`src/hdl/pcxrle_pkg.sv`:
```
package pcxrle_pkg;

  localparam logic [7:0]  MARK_BITS  = 8'hC0;
  localparam logic [5:0]  COUNT_MASK = 6'h3F;
  localparam logic [15:0] BPL_RESET  = 16'd320;
  localparam logic [15:0] LT_RESET   = 16'd200;
  localparam logic [15:0] COL_MAX    = 16'hFFFF;

  localparam int unsigned CFG_IDX_W = 2;
  localparam logic [CFG_IDX_W-1:0] CFG_BYTES_PER_LINE = 2'd0;
  localparam logic [CFG_IDX_W-1:0] CFG_LINE_TOTAL     = 2'd1;

  typedef enum logic {
    ST_IDLE,
    ST_RUN
  } state_t;

  // Commands from the controller to the datapath.
  typedef struct packed {
    logic take;   // an input transaction completes this cycle
    logic first;  // emit the first pixel of the accepted byte
    logic next;   // emit the next pixel of a pending run
  } dp_cmd_t;

  // Status from the datapath to the controller.
  typedef struct packed {
    logic emits;     // the byte at the input would produce at least one pixel
    logic multi;     // the byte at the input would produce more than one pixel
    logic rem_last;  // the next run pixel is the final one
  } dp_stat_t;

endpackage

```
`src/hdl/pcx_rle_line_decoder_core.sv`:
```
// PCX run-length decoder for 8-bit single-plane images. Each input transaction
// carries one compressed byte; each output transaction carries one decoded
// pixel with its row, column and end-of-run, end-of-line and end-of-image flags.
// A literal byte leaves one pixel and a marker byte leaves none; the value byte
// of a run of n pixels is taken with its first pixel, and the input stays not
// ready while the single pixel output register emits the rest of the run at one
// pixel per cycle while out_ready is high. The input is only ready while no run
// is pending and the output register is empty or its pixel leaves in the same
// cycle, so a waiting pixel stalls the input. Configuration writes must only
// be issued while no pixel is in flight; a new bytes_per_line value applies
// immediately at the start of a line, otherwise from the next line.
module pcx_rle_line_decoder_core (
  input  logic                             clk,
  input  logic                             rst_n,
  input  logic                             cfg_we,
  input  logic [pcxrle_pkg::CFG_IDX_W-1:0] cfg_index,
  input  logic [15:0]                      cfg_wdata,
  input  logic                             in_valid,
  output logic                             in_ready,
  input  logic [7:0]                       in_data_byte,
  output logic                             out_valid,
  input  logic                             out_ready,
  output logic [7:0]                       out_pixel_value,
  output logic [15:0]                      out_pixel_row,
  output logic [15:0]                      out_pixel_column,
  output logic                             out_last_of_item,
  output logic                             out_line_end,
  output logic                             out_image_end
);
  import pcxrle_pkg::*;

  dp_cmd_t  cmd;
  dp_stat_t stat;

  pcxrle_ctrl u_ctrl (
    .clk       (clk),
    .rst_n     (rst_n),
    .in_valid  (in_valid),
    .in_ready  (in_ready),
    .out_valid (out_valid),
    .out_ready (out_ready),
    .stat      (stat),
    .cmd       (cmd)
  );

  pcxrle_dp u_dp (
    .clk              (clk),
    .rst_n            (rst_n),
    .cfg_we           (cfg_we),
    .cfg_index        (cfg_index),
    .cfg_wdata        (cfg_wdata),
    .in_data_byte     (in_data_byte),
    .cmd              (cmd),
    .stat             (stat),
    .out_pixel_value  (out_pixel_value),
    .out_pixel_row    (out_pixel_row),
    .out_pixel_column (out_pixel_column),
    .out_last_of_item (out_last_of_item),
    .out_line_end     (out_line_end),
    .out_image_end    (out_image_end)
  );

endmodule

```
`src/hdl/pcxrle_ctrl.sv`:
```
module pcxrle_ctrl (
  input  logic                clk,
  input  logic                rst_n,
  input  logic                in_valid,
  output logic                in_ready,
  output logic                out_valid,
  input  logic                out_ready,
  input  pcxrle_pkg::dp_stat_t stat,
  output pcxrle_pkg::dp_cmd_t  cmd
);
  import pcxrle_pkg::*;

  state_t state_r, state_nxt;
  logic   out_valid_r, out_valid_nxt;
  logic   slot_free;

  assign slot_free = !out_valid_r || out_ready;
  assign out_valid = out_valid_r;

  always_ff @(posedge clk) begin
    if (!rst_n) begin
      state_r     <= ST_IDLE;
      out_valid_r <= 1'b0;
    end else begin
      state_r     <= state_nxt;
      out_valid_r <= out_valid_nxt;
    end
  end

  always_comb begin
    state_nxt     = state_r;
    out_valid_nxt = out_valid_r && !out_ready;
    in_ready      = 1'b0;
    cmd           = '0;
    unique case (state_r)
      ST_IDLE: begin
        in_ready = slot_free;
        if (in_valid && slot_free) begin
          cmd.take = 1'b1;
          if (stat.emits) begin
            cmd.first     = 1'b1;
            out_valid_nxt = 1'b1;
            if (stat.multi) begin
              state_nxt = ST_RUN;
            end
          end
        end
      end
      ST_RUN: begin
        if (slot_free) begin
          cmd.next      = 1'b1;
          out_valid_nxt = 1'b1;
          if (stat.rem_last) begin
            state_nxt = ST_IDLE;
          end
        end
      end
      default: begin
        state_nxt = ST_IDLE;
      end
    endcase
  end

endmodule

```
`src/hdl/pcxrle_dp.sv`:
```
module pcxrle_dp (
  input  logic                                 clk,
  input  logic                                 rst_n,
  input  logic                                 cfg_we,
  input  logic [pcxrle_pkg::CFG_IDX_W-1:0]     cfg_index,
  input  logic [15:0]                          cfg_wdata,
  input  logic [7:0]                           in_data_byte,
  input  pcxrle_pkg::dp_cmd_t                  cmd,
  output pcxrle_pkg::dp_stat_t                 stat,
  output logic [7:0]                           out_pixel_value,
  output logic [15:0]                          out_pixel_row,
  output logic [15:0]                          out_pixel_column,
  output logic                                 out_last_of_item,
  output logic                                 out_line_end,
  output logic                                 out_image_end
);
  import pcxrle_pkg::*;

  logic [15:0] bpl_r, bpl_nxt;
  logic [15:0] lt_r, lt_nxt;
  logic        await_r, await_nxt;
  logic [5:0]  run_len_r, run_len_nxt;
  logic [15:0] bytes_left_r, bytes_left_nxt;
  logic [15:0] col_r, col_nxt;
  logic [15:0] row_r, row_nxt;
  logic [5:0]  rem_r, rem_nxt;
  logic [7:0]  value_r, value_nxt;
  logic        ends_r, ends_nxt;
  logic        ll_r, ll_nxt;

  logic [7:0]  pv_r, pv_nxt;
  logic [15:0] prow_r, prow_nxt;
  logic [15:0] pcol_r, pcol_nxt;
  logic        plast_r, plast_nxt;
  logic        pend_r, pend_nxt;
  logic        pimg_r, pimg_nxt;

  logic        is_marker;
  logic [5:0]  n_c;
  logic [15:0] budget;
  logic [15:0] total;
  logic        ends_c;
  logic        ll_c;
  logic        emit;
  logic        pix_last;
  logic        pix_ends;
  logic        pix_ll;

  assign is_marker = (in_data_byte & MARK_BITS) == MARK_BITS;
  assign n_c       = await_r ? run_len_r : (is_marker ? 6'd0 : 6'd1);
  assign budget    = (bpl_r == 16'd0) ? 16'd1 : bpl_r;
  assign total     = (lt_r == 16'd0) ? 16'd1 : lt_r;
  assign ends_c    = {10'd0, n_c} >= bytes_left_r;
  assign ll_c      = ({1'b0, row_r} + 17'd1) >= {1'b0, total};

  assign stat.emits    = n_c != 6'd0;
  assign stat.multi    = n_c > 6'd1;
  assign stat.rem_last = rem_r == 6'd1;

  assign emit     = cmd.first || cmd.next;
  assign pix_last = cmd.first ? (n_c == 6'd1) : (rem_r == 6'd1);
  assign pix_ends = cmd.first ? ends_c : ends_r;
  assign pix_ll   = cmd.first ? ll_c : ll_r;

  always_ff @(posedge clk) begin
    if (!rst_n) begin
      bpl_r        <= BPL_RESET;
      lt_r         <= LT_RESET;
      await_r      <= 1'b0;
      run_len_r    <= '0;
      bytes_left_r <= BPL_RESET;
      col_r        <= '0;
      row_r        <= '0;
      rem_r        <= '0;
    end else begin
      bpl_r        <= bpl_nxt;
      lt_r         <= lt_nxt;
      await_r      <= await_nxt;
      run_len_r    <= run_len_nxt;
      bytes_left_r <= bytes_left_nxt;
      col_r        <= col_nxt;
      row_r        <= row_nxt;
      rem_r        <= rem_nxt;
    end
  end

  always_ff @(posedge clk) begin
    value_r <= value_nxt;
    ends_r  <= ends_nxt;
    ll_r    <= ll_nxt;
    pv_r    <= pv_nxt;
    prow_r  <= prow_nxt;
    pcol_r  <= pcol_nxt;
    plast_r <= plast_nxt;
    pend_r  <= pend_nxt;
    pimg_r  <= pimg_nxt;
  end

  always_comb begin
    bpl_nxt        = bpl_r;
    lt_nxt         = lt_r;
    await_nxt      = await_r;
    run_len_nxt    = run_len_r;
    bytes_left_nxt = bytes_left_r;
    col_nxt        = col_r;
    row_nxt        = row_r;
    rem_nxt        = rem_r;
    value_nxt      = value_r;
    ends_nxt       = ends_r;
    ll_nxt         = ll_r;
    pv_nxt         = pv_r;
    prow_nxt       = prow_r;
    pcol_nxt       = pcol_r;
    plast_nxt      = plast_r;
    pend_nxt       = pend_r;
    pimg_nxt       = pimg_r;

    if (cfg_we) begin
      if (cfg_index == CFG_BYTES_PER_LINE) begin
        bpl_nxt = cfg_wdata;
        // The new budget applies at once only if the line has not started.
        if (col_r == 16'd0 && !await_r) begin
          bytes_left_nxt = (cfg_wdata == 16'd0) ? 16'd1 : cfg_wdata;
        end
      end else if (cfg_index == CFG_LINE_TOTAL) begin
        lt_nxt = cfg_wdata;
      end
    end

    if (cmd.take) begin
      if (await_r) begin
        await_nxt   = 1'b0;
        run_len_nxt = '0;
      end else if (is_marker) begin
        await_nxt   = 1'b1;
        run_len_nxt = in_data_byte[5:0] & COUNT_MASK;
      end
    end

    if (cmd.first) begin
      value_nxt      = in_data_byte;
      ends_nxt       = ends_c;
      ll_nxt         = ll_c;
      rem_nxt        = n_c - 6'd1;
      bytes_left_nxt = ends_c ? budget : (bytes_left_r - {10'd0, n_c});
    end else if (cmd.next) begin
      rem_nxt = rem_r - 6'd1;
    end

    if (emit) begin
      pv_nxt    = cmd.first ? in_data_byte : value_r;
      prow_nxt  = row_r;
      pcol_nxt  = col_r;
      plast_nxt = pix_last;
      pend_nxt  = pix_last && pix_ends;
      pimg_nxt  = pix_last && pix_ends && pix_ll;
      if (pix_last && pix_ends) begin
        col_nxt = '0;
        row_nxt = pix_ll ? 16'd0 : (row_r + 16'd1);
      end else if (col_r != COL_MAX) begin
        col_nxt = col_r + 16'd1;
      end
    end
  end

  assign out_pixel_value  = pv_r;
  assign out_pixel_row    = prow_r;
  assign out_pixel_column = pcol_r;
  assign out_last_of_item = plast_r;
  assign out_line_end     = pend_r;
  assign out_image_end    = pimg_r;

endmodule

```
`config.mk`:
```
export PLATFORM = sky130hd
export DESIGN_NAME = pcx_rle_line_decoder_core
export DESIGN_NICKNAME = d
export VERILOG_FILES = /design/src/hdl/pcxrle_pkg.sv /design/src/hdl/pcx_rle_line_decoder_core.sv /design/src/hdl/pcxrle_ctrl.sv /design/src/hdl/pcxrle_dp.sv
export SDC_FILE = /design/constraint.sdc
export NUM_CORES = 1
export LEC_CHECK = 0
export BUFFER_PORTS_ARGS = -buffer_cell sky130_fd_sc_hd__buf_4
export CORE_ASPECT_RATIO = 0.7
export CORE_MARGIN = 2
export CORE_UTILIZATION = 35
export CTS_CLUSTER_DIAMETER = 40
export CTS_CLUSTER_SIZE = 25
export DETAILED_ROUTE_END_ITERATION = 16
export PLACE_DENSITY = 0.53
export SYNTH_ARGS = -nofsm -noshare
export SYNTH_HDL_FRONTEND = slang
export SYNTH_SLANG_ARGS = --single-unit
```
`constraint.sdc`:
```
create_clock -name clk -period 10.2 [get_ports clk]
set_input_delay 1.53 -clock clk [delete_from_list [all_inputs] [get_ports clk]]
set_output_delay 1.53 -clock clk [all_outputs]
set_load 0.01 [all_outputs]
```
======== Yosys cells after proc, flatten, opt, wreduce, memory -nomap -nowiden ========
Cells that the tools add are included.
word-level totals
  register bits ........................... 148
  output and inout bits ................... 45
  logic and storage cells ................. 102
cells by class
  $add $sub $neg .......................... 6
  magnitude comparators ................... 3
  eq/ne operators ......................... 5
  muxes and demuxes ....................... 39
  bitwise logic cells ..................... 2
  reduce and logical (&&, ||, !) cells .... 28
operators by type and width
  operator               number
  $mux 16                11
  $logic_not 16->1       4
  $add 16x1->16 const B  2
  $mux 6                 5
  $mux 1                 18
  $add 16x1->17 const B  1
  $ge 17x16->1           1
  $ge 6x16->1            1
  $ne 16x16->1 const B   1
  $sub 16x6->16          1
  $eq 6x1->1 const B     2
  $reduce_bool 2->1      6
  $sub 6x1->6 const B    2
  $mux 8                 1
  $reduce_and 2->1       4
  $gt 6x1->1 const B     1
  $reduce_and 3->1       2
  $reduce_bool 6->1      1
  $logic_and 1x1->1      5
  $mux 2                 2
  $pmux 1 s2             2
  $logic_not 1->1        3
  $eq 2x1->1 const B     1
  $eq 2x2->1 const B     1
  3 further kinds        5

======== Longest topological paths before layout ========
  word-level depth ........................ 11
  depth in mapped cells ................... 17
  gate-level depth less buffers ........... 13

======== Hierarchy ========
From an unflattened synthesis, not the netlist that was laid out.
second synthesis, totals
  cell total of the unflattened synthesis .. 762
  area total of the unflattened synthesis .. 7140.6 um^2
by module, submodules not included
  module       instances  cells an instance  area an instance (um^2)
  pcxrle_dp    1          749                7021.7
  pcxrle_ctrl  1          13                 118.9

======== Worst setup path after synthesis ========
OpenSTA, ideal clock, no wires.
  path type ............................... input to register
  start point ............................. input port in_data_byte[7]
  end point ............................... register u_dp.col_r[14]
  setup time .............................. 0.121 ns
  arrival time ............................ 4.124 ns
  data required time ...................... 10.079 ns
  slack ................................... 5.954 ns
  cell stages on the path ................. 14
  path buffers ............................ 2
  path through ............................ nand2_1 mux2i_1 inv_1 ha_1 fa_1 nand2b_1 a211oi_2 nor2_1 o21ai_1 a21bo_2 buf_2 buf_4 a21oi_1 mux2i_1
on the way
  word-level cells in the longest chain between the ends .. 11
  elaborated cells on any way between the ends .. 16
RTL lines
  element                                                              RTL line                         RTL
  start, declared                                                      pcx_rle_line_decoder_core.sv:20  input logic [7:0] in_data_byte,
  $eq 2x2->1 *                                                         pcxrle_dp.sv:49                  assign is_marker = (in_data_byte & MARK_BITS) == MARK_BITS;
  $mux 1 *                                                             pcxrle_dp.sv:50                  assign n_c = await_r ? run_len_r : (is_marker ? 6'd0 : 6'd1);
  $mux 6 *                                                             pcxrle_dp.sv:50
  parallel branches: the longest is 8 deep, another holds $ge 6x16->1  n/a
  end signal, assigned                                                 pcxrle_dp.sv:81                  col_r <= col_nxt;
  end, declared                                                        pcxrle_dp.sv:24                  logic [15:0] col_r, col_nxt;
Mark *: on every way between the ends.
A chain may end at the register's enable or synchronous reset.

======== Final worst setup path ========
  start point ............................. input port in_data_byte[7]
  end point ............................... register u_dp.col_r[6]
The elaborated chain is that of the path after synthesis.

==> run metrics <==
minimum clock period=4920 ps; CP Class=in2reg; yosys warns=0; met3 WL post-DR=a little over 800 um; worst-margin pin slew=~1100 ps; CP arrival=around 5200 ps; max_cap viols=0; Peak Freq=0.203 GHz; CTS tree=done; Rows=between 40 and 50; GPL Wtd Cong=0.858; clock-pin slew on the worst setup and hold paths=60 ps; Antenna Violating Nets Remaining=0; DRT Pass-1 Iters=5; CP Capture Type=flip-flop; EDFF count, synth=43; end of the critical path=u_dp.col_r[6]$_SDFFE_PN0P_; Initial Util=0.356; Via Count=~6k; CTS buffer count=17; met2 wire len=between 7000 and 8000 um; Routed WL=about 19000 um; hpwl dp=roughly 13000 um; Final Hold Fails=0; final setup vio count=0; initial antenna violation count=0; fin nets=approximately 940; # diodes=0; clock latency on the worst-skew pair=roughly 430 ps; wire length on met1=between 10000 and 15000 um; number of gates resized after CTS=0; RSZ-0062 raised after global routing=false; WL/cell=around 16 um; non-filler instance count after layout=~1.2k; Syn Inst Count=between 800 and 900; setup bufs post-CTS=0; max-slew violations=0; CTS root buf=clkbuf_16; register area share after synthesis=0.460; die area=between 20000 and 25000 um^2; number of global-route vias before repair=approximately 5.4k; hold-fix buffers at CTS=0; top-area cell type share of the netlist area=0.285; share of flip-flops with an asynchronous set or reset=0; Leakage Power=3.41 nW; I/O pin cnt=76; Synth-to-Final Area Change=18.6%; Longest Clk Path Bufs=2; Tot GR Track Use=0.172; utilization after layout=0.423; PortBufs=75; Overflow after GRT=0; r2r startpoint=u_dp.await_r$_SDFFE_PN0P_; worst-path fanout max=42; Layout Skew=around 13 ps; Vias per Instance=between 5 and 6; setup TNS=0 ps; most frequent cells in the layout=nand2_1 (144), dfxtp_1 (105), buf_4 (80), a21oi_1 (73), nand3_1 (47); largest net degree at the start of global routing=74; outcome=completed; dpl cells=roughly 1.1k; die width=around 180 um; Worst Setup Start Kind=primary input; Die H=125 um; Yosys top cell by area=dfxtp_1; synthesis-stage register bit count=between 100 and 150; syn avg cell area=between 8 and 9 um^2; Worst Hold Class=reg2reg; library cells used by synthesis=66; Rel. slew slack=0.274; RR Endpoint=u_dp.col_r[6]$_SDFFE_PN0P_; commonest non-fill, non-tap cell in the layout=nand2_1; top sig layer=met4; reg2reg setup slack=approximately 5900 ps; total core area=a little over 20000 um^2; synth top area cells=dfxtp_1 (28%), edfxtp_1 (18%), nand2_1 (7.3%); Critical path origin=in_data_byte[7]; H-tree Lvls=4; Power Density=roughly 180 nW/um^2; share of layout cells above drive strength 1=0.151; total chip power=approximately 0.0016 W; Clock Sinks=around 150; Mapped Nets=a little under 900; post-route clock period utilization=0.482; Mapped Area=7380 um^2; top_reg_cell synth=dfxtp_1; drt initial violations=539; worst-case reg-to-reg path depth=11; DRC errors left=0; worst path required time=~11000 ps; VDD IR max=a little over 90 uV; first-pass GRT wire length=approximately 30000 um
## cells by family (layout without fill, tap and decap cells)
family	Yosys count	after routing	synth area share
compound gates	173	173	0.150
xor+xnor	30	30	0.0356
simple gates	336	336	0.220
mux	29	29	0.0407
fa+ha+maj	30	30	0.0519
buf+inv	75	144	0.0422
flops	148	148	0.460
## cell type report
type / count / area [um^2]
fill: 2093 / 12000
multi-input combinational: 598 / 3690
sequential: 148 / 3390
timing repair buffer: 80 / 601
clock buffer: 18 / 429
tap: 276 / 345
clock inverter: 14 / 163
inverter: 32 / 123
## cells in the mapped netlist (all sizes together), types with 18 or more instances
master / n
nor4: 22
o21ai: 30
inv: 32
ha: 29
nand3: 47
clkbuf: 21
a21oi: 75
xnor2: 18
edfxtp: 43
dfxtp: 105
mux2i: 21
buf: 22
nor2: 37
nand2: 144
## per-layer routing
metal / global-route usage / up-vias
met5: 0 / -
met4: 0.0473 / 0
met3: 0.0313 / 14
met2: 0.229 / 117
met1: 0.276 / 2799
li1: - / 3056
## through the flow
stage	instance area, um^2	hold slack (ps)	worst slack [ps]
after CTS	8750	449	5350
after floorplan	7380	403	5950
final	8750	447	5280
after global placement	8160	429	5060
after detailed placement	8160	433	4910
after global routing	8750	475	4990
## critical path: stages
cell,delay (ps)
buf_4,80
nand2_1,120
mux2i_1,380
inv_1,130
ha_1,230
fa_1,390
nand2b_1,190
a211oi_2,360
nor2_1,160
o21ai_1,400
a21bo_2,800
a21boi_0,240
mux2i_1,170
## worst min path at each step
stage / startpoint / end / slack [ps] / cells after the start
6_report: u_dp.value_r[2]$_DFF_P_ / u_dp.value_r[2]$_DFF_P_ / 450 / 2
5_1_grt: u_dp.value_r[5]$_DFF_P_ / u_dp.value_r[5]$_DFF_P_ / 480 / 2
3_5_place_dp: u_dp.value_r[2]$_DFF_P_ / u_dp.value_r[2]$_DFF_P_ / 430 / 2
2_1_floorplan: u_dp.row_r[4]$_SDFFE_PN0P_ / u_dp.out_pixel_row[4]$_DFFE_PP_ / 400 / 0
3_3_place_gp: u_dp.value_r[5]$_DFF_P_ / u_dp.value_r[5]$_DFF_P_ / 430 / 2
4_1_cts: u_dp.value_r[2]$_DFF_P_ / u_dp.value_r[2]$_DFF_P_ / 450 / 2
## power breakdown
group	switching, W	internal, W
Clock	0.000253	0.000382
Sequential	0.0000259	0.000653
Combinational	0.000141	0.000101
## flip-flops by register name, indices dropped and copies added (netlist names), 6 cells and up
register / cells
u_dp.bpl_r: 16
u_dp.bytes_left_r: 16
u_dp.col_r: 16
u_dp.lt_r: 16
u_dp.out_pixel_column: 16
u_dp.out_pixel_row: 16
u_dp.out_pixel_value: 8
u_dp.rem_r: 6
u_dp.row_r: 16
u_dp.run_len_r: 6
u_dp.value_r: 8
(Power assumes the default switching activity.)
